<file path="src/hw/rtl/cubic_bezier_flattener_defines.svh">
// Assertion macros shared by the flattener RTL.
// CBF_ASSERT is held off while reset is asserted.
// CBF_ASSERT_ALWAYS is checked at every rising clock edge, reset included.
`ifndef CUBIC_BEZIER_FLATTENER_DEFINES_SVH
`define CUBIC_BEZIER_FLATTENER_DEFINES_SVH
`ifndef SYNTHESIS
`define CBF_ASSERT(label, prop, msg) \
  label: assert property (@(posedge clk_i) disable iff (!rst_ni) prop) \
    else $error(msg);
`define CBF_ASSERT_ALWAYS(label, prop, msg) \
  label: assert property (@(posedge clk_i) prop) \
    else $error(msg);
`else
`define CBF_ASSERT(label, prop, msg)
`define CBF_ASSERT_ALWAYS(label, prop, msg)
`endif
`endif

</file>
<file path="src/hw/rtl/cbf_fifo.sv">
`include "cubic_bezier_flattener_defines.svh"

module cbf_fifo #(
  parameter int unsigned WIDTH = 8,
  parameter int unsigned DEPTH = 2
) (
  input  logic             clk_i,
  input  logic             rst_ni,
  input  logic             push_i,
  input  logic [WIDTH-1:0] wdata_i,
  output logic             full_o,
  input  logic             pop_i,
  output logic [WIDTH-1:0] rdata_o,
  output logic             empty_o
);

  localparam int unsigned PtrW = (DEPTH > 1) ? $clog2(DEPTH) : 1;
  localparam int unsigned CntW = $clog2(DEPTH + 1);

  logic [WIDTH-1:0] mem_q [DEPTH];
  logic [PtrW-1:0]  wr_ptr_q, rd_ptr_q;
  logic [CntW-1:0]  count_q;
  logic             do_push, do_pop;

  function automatic logic [PtrW-1:0] ptr_next(input logic [PtrW-1:0] ptr);
    return (ptr == PtrW'(DEPTH - 1)) ? '0 : ptr + 1'b1;
  endfunction

  assign full_o  = (count_q == CntW'(DEPTH));
  assign empty_o = (count_q == '0);
  assign do_push = push_i && !full_o;
  assign do_pop  = pop_i && !empty_o;
  assign rdata_o = mem_q[rd_ptr_q];

  // Pointers and fill count.
  always_ff @(posedge clk_i or negedge rst_ni) begin
    if (!rst_ni) begin
      wr_ptr_q <= '0;
      rd_ptr_q <= '0;
      count_q  <= '0;
    end else begin
      if (do_push) begin
        wr_ptr_q <= ptr_next(wr_ptr_q);
      end
      if (do_pop) begin
        rd_ptr_q <= ptr_next(rd_ptr_q);
      end
      if (do_push && !do_pop) begin
        count_q <= count_q + 1'b1;
      end else if (do_pop && !do_push) begin
        count_q <= count_q - 1'b1;
      end
    end
  end

  // Storage.
  always_ff @(posedge clk_i) begin
    if (do_push) begin
      mem_q[wr_ptr_q] <= wdata_i;
    end
  end

  `CBF_ASSERT(a_count_bound, count_q <= CntW'(DEPTH), "fifo count exceeds depth")

endmodule

</file>
<file path="config.mk">
export PLATFORM = sky130hd
export DESIGN_NAME = cbf_fifo
export DESIGN_NICKNAME = d
export VERILOG_FILES = /design/src/hw/rtl/cbf_fifo.sv
export VERILOG_INCLUDE_DIRS = /design/src /design/src/hw/rtl
export SDC_FILE = /design/constraint.sdc
export NUM_CORES = 1
export LEC_CHECK = 0
export ABC_AREA = 1
export BUFFER_PORTS_ARGS = -buffer_cell sky130_fd_sc_hd__buf_2
export CORE_MARGIN = 5
export CORE_UTILIZATION = 44
export CTS_CLUSTER_DIAMETER = 100
export CTS_CLUSTER_SIZE = 28
export DETAILED_ROUTE_END_ITERATION = 7
export PLACE_DENSITY = 0.69
export SETUP_SLACK_MARGIN = 0.05
export SYNTH_ARGS = -nofsm -noshare
export SYNTH_HDL_FRONTEND = slang
export SYNTH_SLANG_ARGS = --single-unit
</file>
<file path="constraint.sdc">
create_clock -name clk_i -period 1.4 [get_ports clk_i]
set_clock_uncertainty 0.15 [all_clocks]
set_input_delay 0.28 -clock clk_i [delete_from_list [all_inputs] [get_ports clk_i]]
set_output_delay 0.28 -clock clk_i [all_outputs]
set_load 0.02 [all_outputs]
</file>
### Word level (Yosys, flattened, before mapping)

Memories as Yosys holds them, arrays and structs flattened.
Index checks and enable logic that the tools add are counted.

* bits in registers: 4
* bits in writable memories: 16
* input port bits: 12
* memories: 1

* add/subtract/negate cells: 4
* equality and inequality tests: 1
* multiplexer cells: 6
* reduce and logical (&&, ||, !) cells: 10

Memories
* mem_q: depth 2, width 8, rd ports 1, clocked after memory_dff 0, wr ports 1, line cbf_fifo.sv:20 `logic [WIDTH-1:0] mem_q [DEPTH];`

Operators by type and width (number)
* 1-bit logical AND: 4
* 1-bit zero test: 4
* 1-bit 2-to-1 mux: 4
* 2-bit 2-to-1 mux: 2
* 1-bit adder (second input constant): 2
* 2-bit by 1-bit adder with 2-bit output (second input constant): 1
* 2-bit == test (second input constant): 1
* 2-bit zero test: 1
* 2-bit nonzero test: 1
* 2-bit by 1-bit subtractor with 2-bit output (second input constant): 1

### Logic depth before layout (Yosys ltp)

* depth after elaboration: 7
* depth in mapped cells: 9
* depth with buffers taken out: 9

### Worst setup path after synthesis

OpenSTA, ideal clock, no wires.

* path type: register to register
* start point: reg count_q[0]
* end point: reg count_q[1]
* setup time: 117 ps
* arrival: 1282 ps
* setup slack: -149 ps
* stages on the path, launching flop included: 8
* path buffers: 0
* cells stage by stage: dfrtp_1 > nor2_2 > nor2_2 > ha_1 > inv_1 > nand3_1 > nand2_1 > nand2_1

* word-level cells in the longest chain between the ends: 6
* elaborated cells between the ends (all ways): 15

Ends and longest elaborated chain
* from (decl): line cbf_fifo.sv:22 `logic [CntW-1:0] count_q;`
* from (signal assigned): line cbf_fifo.sv:49 `count_q <= count_q + 1'b1;`
* from (signal assigned): line cbf_fifo.sv:51 `count_q <= count_q - 1'b1;`
* 2-bit == test (*): line cbf_fifo.sv:29 `assign full_o = (count_q == CntW'(DEPTH));`
* net full_o: line cbf_fifo.sv:11 `output logic full_o,`
* 1-bit zero test (*): line cbf_fifo.sv:31 `assign do_push = push_i && !full_o;`
* 1-bit logical AND (*): line cbf_fifo.sv:31
* 1-bit zero test: line cbf_fifo.sv:50 `end else if (do_pop && !do_push) begin`
* 1-bit logical AND: line cbf_fifo.sv:50
* 2-bit nonzero test (no line)

The timed path passes the listed nets; every way through them passes the cells marked *. The select of a mux whose other input is x is not followed.
A chain may end at the register's enable or synchronous reset.

### Final worst setup path

* start point: reg rd_ptr_q
* end point: out rdata_o[1]

* word-level cells in the longest chain between the ends: 1

Ends and longest elaborated chain
* from (decl): line cbf_fifo.sv:21 `logic [PtrW-1:0] wr_ptr_q, rd_ptr_q;`
* from (signal assigned): line cbf_fifo.sv:46 `rd_ptr_q <= ptr_next(rd_ptr_q);`
* memory 2 x 8 bit
* to (decl): line cbf_fifo.sv:13 `output logic [WIDTH-1:0] rdata_o,`

Every way passes these cells.

==> impl_metrics.ini <==
[timing]
final.period_utilization_pct = 112.5
hold_viol_final = 0
worst-slew-pin-transition_ns = 0.1814
grt_setup_unrepaired = true
min_period_ns = 1.576
slew_headroom_pct = 87.91
drv_slew = 0
fmax_ghz = 0.6347
setup_ws_ns = -0.1755
finalSetupViolations = 19

[layout]
area_delta_synth_final_pct = 66.61
layout-drive-gt1-share_pct = 64.04
fin_nets = 128
post-route-util_pct = 77.28
num_antenna_cells = 0
layout.cells.non_filler = 139
final_cell_area_um2 = 1349

[drt]
post-route-drc-count = 0
vias = 643
avgViaCountPerCell = 4.626
wl_um = 1835
wl_per_cell_um = 13.20
firstDrtPassIters = 4
detail-route-antenna-nets = 0
initialDrtViolationCount = 14

[power_and_ir_drop]
totalPowerFinal_mw = 3.158
p_leak_nw = 0.5998
pwr_density_cell_nw_per_um2 = 2341
peakVddDrop_uv = 1572

[yosys]
syn_area_um2 = 809.5
ys_warn_count = 0
ys_top_cells_by_area = edfxtp_1 (59%), nand2_1 (15%), dfrtp_1 (12%)
synth.top_cell.area_share_pct = 59.35
synthCells = 73
yosysUniqueCellTypes = 14
synth.net_count = 86
ys_seq_area_share_pct = 71.72
ys_seq_elements = 20
yosysTopAreaCell = edfxtp_1
syn_area_per_cell_um2 = 11.09

[grt]
grt_usage_pct = 12.75
grt_pass1_wl_um = 2518
met2_usage_pct = 21.69
use_met1_pct = 15.36
antenna_found_initial = 0
grt_pass1_vias = 617
use_met3_pct = 3.099
grt_max_degree = 13
busiest_layer = met2
grt_overflow = 0

[worst_hold_path]
worstHoldEndpoint = mem_q[0][5]$_DFFE_PP_
whs_path_depth = 1
min_from = wdata_i[5]
hp-class = in2reg

[placed_design]
dp_slack_ns = -0.08852
dp_hpwl_um = 1017
gp_congestion = 0.8492
io_buffers = 21
dp.cells = 123
placed_area_um2 = 987.2

[clock_tree]
cts_tree = done
cts_buffer_depth = 2
numCtsBuffers = 3
clkSinkCount = 20
cts_max_level = 1
root_buffer = clkbuf_4
clock_latency_ns = 0.30
clkTransAtPathRegs_ns = 0.11

[critical_path]
r2r_setup_slack_ns = -0.12
path_max_fanout = 5
cp-end-kind = output port
rr_endpoint = count_q[1]$_DFFE_PN0P_
rr_startpoint = count_q[1]$_DFFE_PN0P_
worstPathRequired_ns = 0.97
cp_data_arrival_time_ns = 1.15
startpoint_type = flop
critPathKind = reg2out
worst-r2r-cell-count = 9

[floorplan]
rows = 15
io_pins = 22
die_h_um = 52.90
fp.dieW_um = 52.90
initial_core_util_pct = 46.38
dieArea_um2 = 2798
core_um2 = 1745

[flow_run]
drv_cap = 0

[status]
violations = negative setup slack
status = complete, but fails checks
worst max-delay path, cell delays in order (launching register included):
cell	delay, ns
dfrtp_2	0.46
buf_6	0.15
nand2_4	0.06
nand2_4	0.05
buf_6	0.12
placed cells by master, fill, tap and decap left out, drive strengths merged:
| cell | Yosys | layout |
|---|---|---|
| clkinv | 0 | 1 |
| buf | 1 | 36 |
| clkbuf | 0 | 3 |
| nand3 | 1 | 1 |
| nand3b | 1 | 1 |
| nand2 | 33 | 33 |
| nand4 | 1 | 1 |
| nor2 | 4 | 4 |
| bufinv | 0 | 1 |
| edfxtp | 16 | 16 |
| xnor2 | 1 | 1 |
| ha | 1 | 1 |
| inv | 8 | 7 |
| dlygate4sd3 | 0 | 2 |
| o21ai | 2 | 2 |
| dfrtp | 4 | 4 |
synth_stat cells:
library cell and n:
nor2_1 2, edfxtp_1 16, xnor2_1 1, nand3_1 1, buf_2 1, inv_1 7, nand2_1 33, o21ai_0 2
nand3b_1 1, inv_2 1, dfrtp_1 4, nor2_2 2, ha_1 1, nand4_1 1
power breakdown:
part | total, mW | internal (mW) | switching (mW)
clock | 0.462 | 0.289 | 0.172
combinational | 1.76 | 0.863 | 0.893
sequential | 0.940 | 0.836 | 0.104
total | 3.16 | 1.99 | 1.17
logic make-up after synthesis:
| group | Yosys count | synth area share (%) |
|---|---|---|
| adders and majority gates | 1 | 1.545 |
| AOI/OAI and AO/OA | 2 | 1.237 |
| and+or+nand+nor | 40 | 20.09 |
| DFF | 20 | 71.72 |
| buffers and inverters | 9 | 4.327 |
| xor gates and xnor gates | 1 | 1.082 |
layout make-up:
class                           count  area (µm²)
Timing Repair Buffer               38       339.1
Multi-Input combinational cell     44       306.5
Inverter                            8       35.03
Fill cell                         111       396.6
Clock buffer                        3       22.52
Clock inverter                      1       30.03
Tap cell                           25       31.28
Sequential cell                    20       584.3
registers in the layout (all words and copies together) (netlist names):
| signal | flops |
|---|---|
| wr_ptr_q | 1 |
| mem_q | 16 |
| count_q | 2 |
| rd_ptr_q | 1 |
metrics by stage:
stage	hold slack (ns)	TNS, ns
CTS	0.01257	-1.746
detailed placement	-0.05825	-0.7867
global placement	-0.05806	-0.5085
finish	0.01179	-2.085
floorplan	-0.1656	-0.04483
global route	-0.01135	-3.403
routing by layer:
metal	wire [µm]	share of wire (%)
met5	0	0
met3	81	4.4
met2	985	54
met4	16	0.87
met1	751	41
timing repair:
action / in CTS / in global routing
pin swaps: 7 / 12
gates resized for setup: 32 / 32
setup buffers: 4 / 5
hold endpoints to repair: 4 / 2
hold buffers: 1 / 1
endpoints found under the setup margin: 28 / 28
cloned: 1 / 0
worst max path at each step:
stage / from / endpoint / slack [ns]
5_1_grt: rd_ptr_q$_DFFE_PN0P_ / rdata_o[6] / -0.24
3_3_place_gp: count_q[1]$_DFFE_PN0P_ / mem_q[1][6]$_DFFE_PP_ / -0.06
4_1_cts: rd_ptr_q$_DFFE_PN0P_ / rdata_o[7] / -0.17
6_report: rd_ptr_q$_DFFE_PN0P_ / rdata_o[1] / -0.18
3_5_place_dp: count_q[0]$_DFFE_PN0P_ / count_q[1]$_DFFE_PN0P_ / -0.09
2_1_floorplan: count_q[1]$_DFFE_PN0P_ / count_q[1]$_DFFE_PN0P_ / -0.04
Power figures use the tool's default switching activity.
