--- config.mk ---
export PLATFORM = sky130hd
export DESIGN_NAME = cbf_datapath
export DESIGN_NICKNAME = d
export VERILOG_FILES = /design/src/hw/rtl/cubic_bezier_flattener_defines.svh /design/src/hw/rtl/cbf_pkg.sv /design/src/hw/rtl/cbf_datapath.sv
export SDC_FILE = /design/constraint.sdc
export NUM_CORES = 2
export LEC_CHECK = 0
export BUFFER_PORTS_ARGS = -buffer_cell sky130_fd_sc_hd__buf_2
export CELL_PAD_IN_SITES_DETAIL_PLACEMENT = 0
export CELL_PAD_IN_SITES_GLOBAL_PLACEMENT = 1
export CORE_AREA = 2 2 426 217
export DETAILED_ROUTE_END_ITERATION = 6
export DIE_AREA = 0 0 428 219
export PLACE_DENSITY = 0.89
export REMOVE_ABC_BUFFERS = 1
export SYNTH_ARGS = -nofsm -noshare
export SYNTH_HDL_FRONTEND = slang
export SYNTH_SLANG_ARGS = --single-unit
export TNS_END_PERCENT = 30
--- constraint.sdc ---
create_clock -name clk_i -period 9.74 [get_ports clk_i]
set_input_delay 0.974 -clock clk_i [delete_from_list [all_inputs] [get_ports clk_i]]
set_output_delay 0.974 -clock clk_i [all_outputs]
set_load 0.02 [all_outputs]
--- src/hw/rtl/cubic_bezier_flattener_defines.svh ---
// Assertion macros shared by the flattener RTL.
// CBF_ASSERT is held off while reset is asserted.
// CBF_ASSERT_ALWAYS is checked at every rising clock edge, reset included.
`ifndef CUBIC_BEZIER_FLATTENER_DEFINES_SVH
`define CUBIC_BEZIER_FLATTENER_DEFINES_SVH
`ifndef SYNTHESIS
`define CBF_ASSERT(label, prop, msg) \
  label: assert property (@(posedge clk_i) disable iff (!rst_ni) prop) \
    else $error(msg);
`define CBF_ASSERT_ALWAYS(label, prop, msg) \
  label: assert property (@(posedge clk_i) prop) \
    else $error(msg);
`else
`define CBF_ASSERT(label, prop, msg)
`define CBF_ASSERT_ALWAYS(label, prop, msg)
`endif
`endif

--- src/hw/rtl/cbf_pkg.sv ---
package cbf_pkg;

  // Field widths.
  localparam int unsigned CoordW  = 16;
  localparam int unsigned ColourW = 24;
  localparam int unsigned ScaleW  = 16;
  localparam int unsigned OutW    = 32;
  localparam int unsigned WeightW = 17;
  localparam int unsigned ProdW   = 33;

  // Register map.
  localparam logic RegXyScale = 1'b0;
  localparam logic [ScaleW-1:0] XyScaleReset = 16'd256;

  // One curve: coordinates in the order start, ctrl_a, ctrl_b, finish,
  // x before y, so coordinate 2*j+axis belongs to Bernstein term j.
  typedef struct packed {
    logic [7:0][CoordW-1:0] coord;
    logic [ColourW-1:0]     colour;
  } curve_t;

  // One step after the product stage.
  typedef struct packed {
    logic                        valid;
    logic                        first;
    logic                        last;
    logic [ColourW-1:0]          colour;
    logic [CoordW-1:0]           start_x;
    logic [CoordW-1:0]           start_y;
    logic [1:0][3:0][ProdW-1:0]  prod;
  } prod_t;

  // One finished segment.
  typedef struct packed {
    logic [OutW-1:0]    x0;
    logic [OutW-1:0]    y0;
    logic [OutW-1:0]    x1;
    logic [OutW-1:0]    y1;
    logic [ColourW-1:0] colour;
    logic               last;
  } seg_t;

endpackage

--- src/hw/rtl/cbf_datapath.sv ---
module cbf_datapath (
  input  logic                        clk_i,
  input  logic                        rst_ni,
  input  logic                        adv_i,
  input  cbf_pkg::prod_t              prod_i,
  input  logic [cbf_pkg::ScaleW-1:0]  xy_scale_i,
  output logic                        seg_valid_o,
  output cbf_pkg::seg_t               seg_o
);

  import cbf_pkg::*;

  logic signed [34:0]       sum [2];
  logic signed [34:0]       shifted [2];
  logic signed [CoordW-1:0] pt [2];
  logic                     b_valid_q;
  logic                     b_last_q;
  logic [ColourW-1:0]       b_colour_q;
  logic signed [CoordW-1:0] b_prev_x_q, b_prev_y_q, b_cur_x_q, b_cur_y_q;
  logic signed [ScaleW:0]   scale_s;
  logic signed [OutW-1:0]   m_x0, m_y0, m_x1, m_y1;

  function automatic logic signed [CoordW-1:0] sat16(input logic signed [34:0] v);
    if (v > 35'sd32767) begin
      return 16'sh7fff;
    end else if (v < -35'sd32768) begin
      return 16'sh8000;
    end else begin
      return v[CoordW-1:0];
    end
  endfunction

  // Blend the four terms, floor to Q8.8 and clamp to 16 bits.
  always_comb begin
    for (int a = 0; a < 2; a++) begin
      sum[a] = 35'($signed(prod_i.prod[a][0])) + 35'($signed(prod_i.prod[a][1]))
             + 35'($signed(prod_i.prod[a][2])) + 35'($signed(prod_i.prod[a][3]));
      shifted[a] = sum[a] >>> 16;
      pt[a] = sat16(shifted[a]);
    end
  end

  // Point stage: the previous point is the curve start on the first step.
  always_ff @(posedge clk_i or negedge rst_ni) begin
    if (!rst_ni) begin
      b_valid_q <= 1'b0;
    end else if (adv_i) begin
      b_valid_q <= prod_i.valid;
    end
  end

  always_ff @(posedge clk_i) begin
    if (adv_i && prod_i.valid) begin
      b_prev_x_q <= prod_i.first ? $signed(prod_i.start_x) : b_cur_x_q;
      b_prev_y_q <= prod_i.first ? $signed(prod_i.start_y) : b_cur_y_q;
      b_cur_x_q  <= pt[0];
      b_cur_y_q  <= pt[1];
      b_colour_q <= prod_i.colour;
      b_last_q   <= prod_i.last;
    end
  end

  // Scale both ends. A 16-bit signed point times a 16-bit unsigned scale
  // always fits 32 signed bits, so no 32-bit clamp is needed.
  assign scale_s = $signed({1'b0, xy_scale_i});
  assign m_x0 = OutW'(b_prev_x_q) * OutW'(scale_s);
  assign m_y0 = OutW'(b_prev_y_q) * OutW'(scale_s);
  assign m_x1 = OutW'(b_cur_x_q) * OutW'(scale_s);
  assign m_y1 = OutW'(b_cur_y_q) * OutW'(scale_s);

  assign seg_valid_o   = b_valid_q;
  assign seg_o.x0      = m_x0 >>> 8;
  assign seg_o.y0      = m_y0 >>> 8;
  assign seg_o.x1      = m_x1 >>> 8;
  assign seg_o.y1      = m_y1 >>> 8;
  assign seg_o.colour  = b_colour_q;
  assign seg_o.last    = b_last_q;

endmodule

# Word level (Yosys, flattened, before mapping)
# Cells that the tools add are included.
word_totals:
  regBits: 90
  elab_cells: 26
  inputBits: 342
  output_inout_bits: 154
classes:
  multipliers: 4
  n_mux: 4
  reduce_logical: 1
  add_sub_neg: 6
  magnitude_cmp: 4
ops:
  columns: ["operator", "count"]
  rows:
  - ["16-bit by 17-bit multiplier with 32-bit output", 4]
  - ["34-bit by 33-bit adder with 35-bit output", 2]
  - ["35-bit by 33-bit adder with 35-bit output", 2]
  - ["33-bit by 33-bit adder with 34-bit output", 2]
  - ["16-bit 2-to-1 mux", 4]
  - ["19-bit by 16-bit > comparator with 1-bit output, second input constant", 2]
  - ["19-bit by 16-bit < comparator with 1-bit output, second input constant", 2]
  - ["1-bit logical AND", 1]

# Longest topological paths before layout
logic_depth:
  word_depth: 5
  depth_mapped: 27
  mapped_depth_nobuf: 24

# Least setup slack after synthesis
# No wires, ideal clock.
synth_timing:
  path_kind: "input-to-output"
  startpoint: "in xy_scale_i[10] (netlist name)"
  endpoint: "out seg_o[145] (netlist name)"
  t_arrival_ps: 7595
  stages: 24
  slack_ps: 1171
  path_buffers: 3
  t_required_ps: 8766
  path_cell_list: "clkbuf_1 -> clkbuf_1 -> nand2_1 -> fa_1 -> fa_1 -> inv_1 -> fa_1 -> inv_1 -> fa_1 -> inv_1 -> fa_1 -> fa_1 -> ha_1 -> nand4_1 -> a21oi_1 -> o2bb2ai_1 -> o31ai_1 -> o31ai_1 -> a41o_1 -> nand2_1 -> o2111ai_1 -> a21oi_1 -> xnor2_1 -> buf_4"
synth_rtl:
  columns: ["item", "line_no", "rtl"]
  rows:
  - ["from (decl)", "cbf_datapath.sv:6", "input logic [cbf_pkg::ScaleW-1:0] xy_scale_i,"]
  - ["to (decl)", "cbf_datapath.sv:8", "output cbf_pkg::seg_t seg_o"]

==> flow_summary.json <==
{
  "holdBufCountCts": 0,
  "gp_congestion": 0.909,
  "cp.required_ns": 8.77,
  "cts_resized": 0,
  "syn_inst": 4762,
  "cts_buffers": 9,
  "yosysSeqAreaShare_pct": 6.29,
  "status": "completed",
  "holdWs_ns": 0.324,
  "viasPerCell": 5.03,
  "path_cells": "buf_2 -> and2_1 -> fa_1 -> inv_1 -> fa_1 -> fa_1 -> fa_1 -> inv_1 -> fa_1 -> fa_1 -> ha_1 -> nand4_1 -> a21oi_1 -> o2bb2ai_1 -> o31ai_1 -> o31ai_1 -> a41o_1 -> nand2_1 -> o2111ai_1 -> a21oi_1 -> xnor2_1 -> buf_2",
  "synth-async-reset-ratio_pct": 1.11,
  "cp_slowest_stage_delay_ns": 0.85,
  "start_util_pct": 47.7,
  "clock-root-buffer": "clkbuf_16",
  "synth_cell_types": 71,
  "postSynthRegisterBits": 90,
  "hold_viol": 0,
  "cts.sinks": 90,
  "coreArea_um2": 89900,
  "die_area_um2": 93700,
  "critPathTopFamily": "adder cells",
  "path_clk_slew_ns": 0.08,
  "num_rows": 78,
  "maxCapViolations": 0,
  "cts_tree": "yes",
  "slowest_stage": "o31ai_1",
  "drt-initial-drc-count": 2020,
  "dp_hpwl_um": 94700,
  "avgSynthCellArea_um2": 9.00,
  "dr_total_vias": 31739,
  "period_share_pct": 95.0,
  "max_freq_mhz": 108,
  "die_w_um": 428,
  "fillCellCount": 8321,
  "pin_count": 496,
  "drc": 0,
  "placed_cell_area_um2": 46400,
  "numPortBuffers": 495,
  "final_area_um2": 46700,
  "track_usage_pct": 25.5,
  "worstSkewPairLatency_ns": 0.40,
  "rsz0062_at_grt": "no",
  "ant_nets": 0,
  "period_minus_slack_ns": 9.25,
  "nNetsFinal": 6875,
  "yosysWarnings": 0,
  "synth_edf_count": 89,
  "start_kind": "input port",
  "synth-main-ff-cell": "edfxtp_1",
  "report.final.slew_viol_count": 0,
  "routedWlPerCell_um": 18.0,
  "drt-total-wl_um": 114000,
  "utilization_pct": 52.0,
  "die_height_um": 219,
  "max_slew.worst_pin.slew_ns": 1.00,
  "setup_viol": 0,
  "clk_path_buf_depth": 2,
  "post-cts-setup-buffers": 0,
  "area_delta_synth_final_pct": 8.94,
  "crit_buf_inv": 4,
  "path_class": "input port to primary output",
  "maxSlewHeadroom_pct": 33.1,
  "cp_max_fo": 33,
  "grt_overflow": 0,
  "grt_pass1_wl_um": 186000,
  "finClkSkew_ns": 0.00866,
  "worst_path_most_repeated_cell": "fa_1",
  "antenna_found_initial": 9,
  "critPathCaptureType": "primary output",
  "drt_pre_antenna_iters": 6,
  "grt_pass1_vias": 34038,
  "drive_gt1_share_pct": 12.4,
  "critPathArrivalTime_ns": 8.28,
  "h-tree-depth": 3,
  "grt_max_degree": 51,
  "synth_area_um2": 42900,
  "hp-class": "input port to async pin"
}
## through the flow
step,std cells,TNS [ns],worst slack (ns)
3_5_place_dp,6298,0,0.562
3_3_place_gp,6298,0,0.729
5_1_grt,6314,0,0.0716
2_1_floorplan,4542,-1.45,-0.161
4_1_cts,6314,0,0.551
6_report,6315,0,0.490
## layer usage
layer	up-vias	share of wire [%]	GRT usage, %	wire length (µm)
met5	-	0.065	0	74
met4	10	1.5	3.95	1660
met2	1169	44	39.8	50000
met1	15791	45	35.9	50700
li1	14656	-	-	-
met3	113	9.9	7.25	11300
## path summary, 6_finish.rpt
path                                                  from                      end  slack [ns]  cells past startpoint
worst max-delay path                         xy_scale_i[4]               seg_o[149]        0.49                     22
worst min-delay path                                rst_ni  seg_valid_o$_DFFE_PN0P_        0.32                      1
worst max register to register  b_cur_x_q[5]$_SDFFCE_PN1P_  b_prev_x_q[5]$_DFFE_PP_        8.15                      2
worst min register to register     seg_valid_o$_DFFE_PN0P_  seg_valid_o$_DFFE_PN0P_        0.51                      1
max in group asynchronous                           rst_ni  seg_valid_o$_DFFE_PN0P_        9.33                      1
min in group clk_i                 seg_valid_o$_DFFE_PN0P_  seg_valid_o$_DFFE_PN0P_        0.51                      1
## cells in the mapped netlist (7+ instances only)
| cell | n | area [µm²] |
|---|---|---|
| nand2b_1 | 43 | 269 |
| inv_1 | 1314 | 4930 |
| a21o_2 | 12 | 105 |
| and2_1 | 451 | 2820 |
| xor2_1 | 36 | 315 |
| nand2_1 | 545 | 2050 |
| o21a_1 | 34 | 255 |
| ha_1 | 520 | 6510 |
| a31oi_1 | 9 | 56.3 |
| mux2_2 | 31 | 349 |
| nor2_1 | 111 | 417 |
| and3_1 | 11 | 68.8 |
| clkbuf_1 | 181 | 679 |
| nand4_1 | 15 | 93.8 |
| a21o_1 | 42 | 315 |
| edfxtp_1 | 89 | 2670 |
| fa_1 | 904 | 18100 |
| a21oi_1 | 71 | 355 |
| o211ai_1 | 7 | 52.6 |
| nand3_1 | 21 | 105 |
| buf_4 | 33 | 248 |
| nor3_1 | 30 | 150 |
| nor2b_1 | 11 | 68.8 |
| xnor2_1 | 85 | 744 |
| o21ai_0 | 54 | 270 |
## kinds of logic (layout without fill, tap and decap cells)
family	after synthesis	count (layout)	synth area share, %
xor gates and xnor gates	121	121	2.47
muxes	33	33	0.861
adders and majority gates	1424	1424	57.4
DFF	90	90	6.29
buffers and inverters	1536	1888	13.8
AOI/OAI and AO/OA	293	293	4.65
and+or+nand+nor	1265	1265	14.6
other	0	1	0
## cell usage in the layout, fill, tap and decap left out, types with 12 or more instances in the layout
| cell | count |
|---|---|
| inv_1 | 1314 |
| fa_1 | 904 |
| nand2_1 | 545 |
| ha_1 | 520 |
| buf_2 | 495 |
| and2_1 | 450 |
| nor2_1 | 111 |
| edfxtp_1 | 89 |
| xnor2_1 | 85 |
| a21oi_1 | 71 |
| buf_4 | 57 |
| o21ai_0 | 54 |
| nand2b_1 | 43 |
| a21o_1 | 42 |
| xor2_1 | 36 |
| o21a_1 | 34 |
| mux2_2 | 31 |
| nor3_1 | 30 |
| nand3_1 | 21 |
| nand4_1 | 15 |
| a21o_2 | 12 |
## cell type report
type / instances / area (µm²) / share of cell area, %
Clock buffer: 9 / 225 / 0.482
Tap cell: 1200 / 1500 / 3.22
Timing Repair Buffer: 556 / 2990 / 6.39
Sequential cell: 90 / 2700 / 5.78
Multi-Input combinational cell: 3136 / 34300 / 73.4
Clock inverter: 7 / 76.3 / 0.163
Inverter: 1316 / 4940 / 10.6
Antenna cell: 1 / 2.50 / 0.00536
## state kept, by name, indices dropped and copies added, names as in the netlist
signal,cells
b_colour_q,24
b_last_q,1
b_cur_y_q,16
b_prev_y_q,16
b_prev_x_q,16
b_cur_x_q,16
seg_valid_o,1
Power is not shown: default switching activity piles up to over one toggle a cycle in this logic, so the estimate is an artifact.
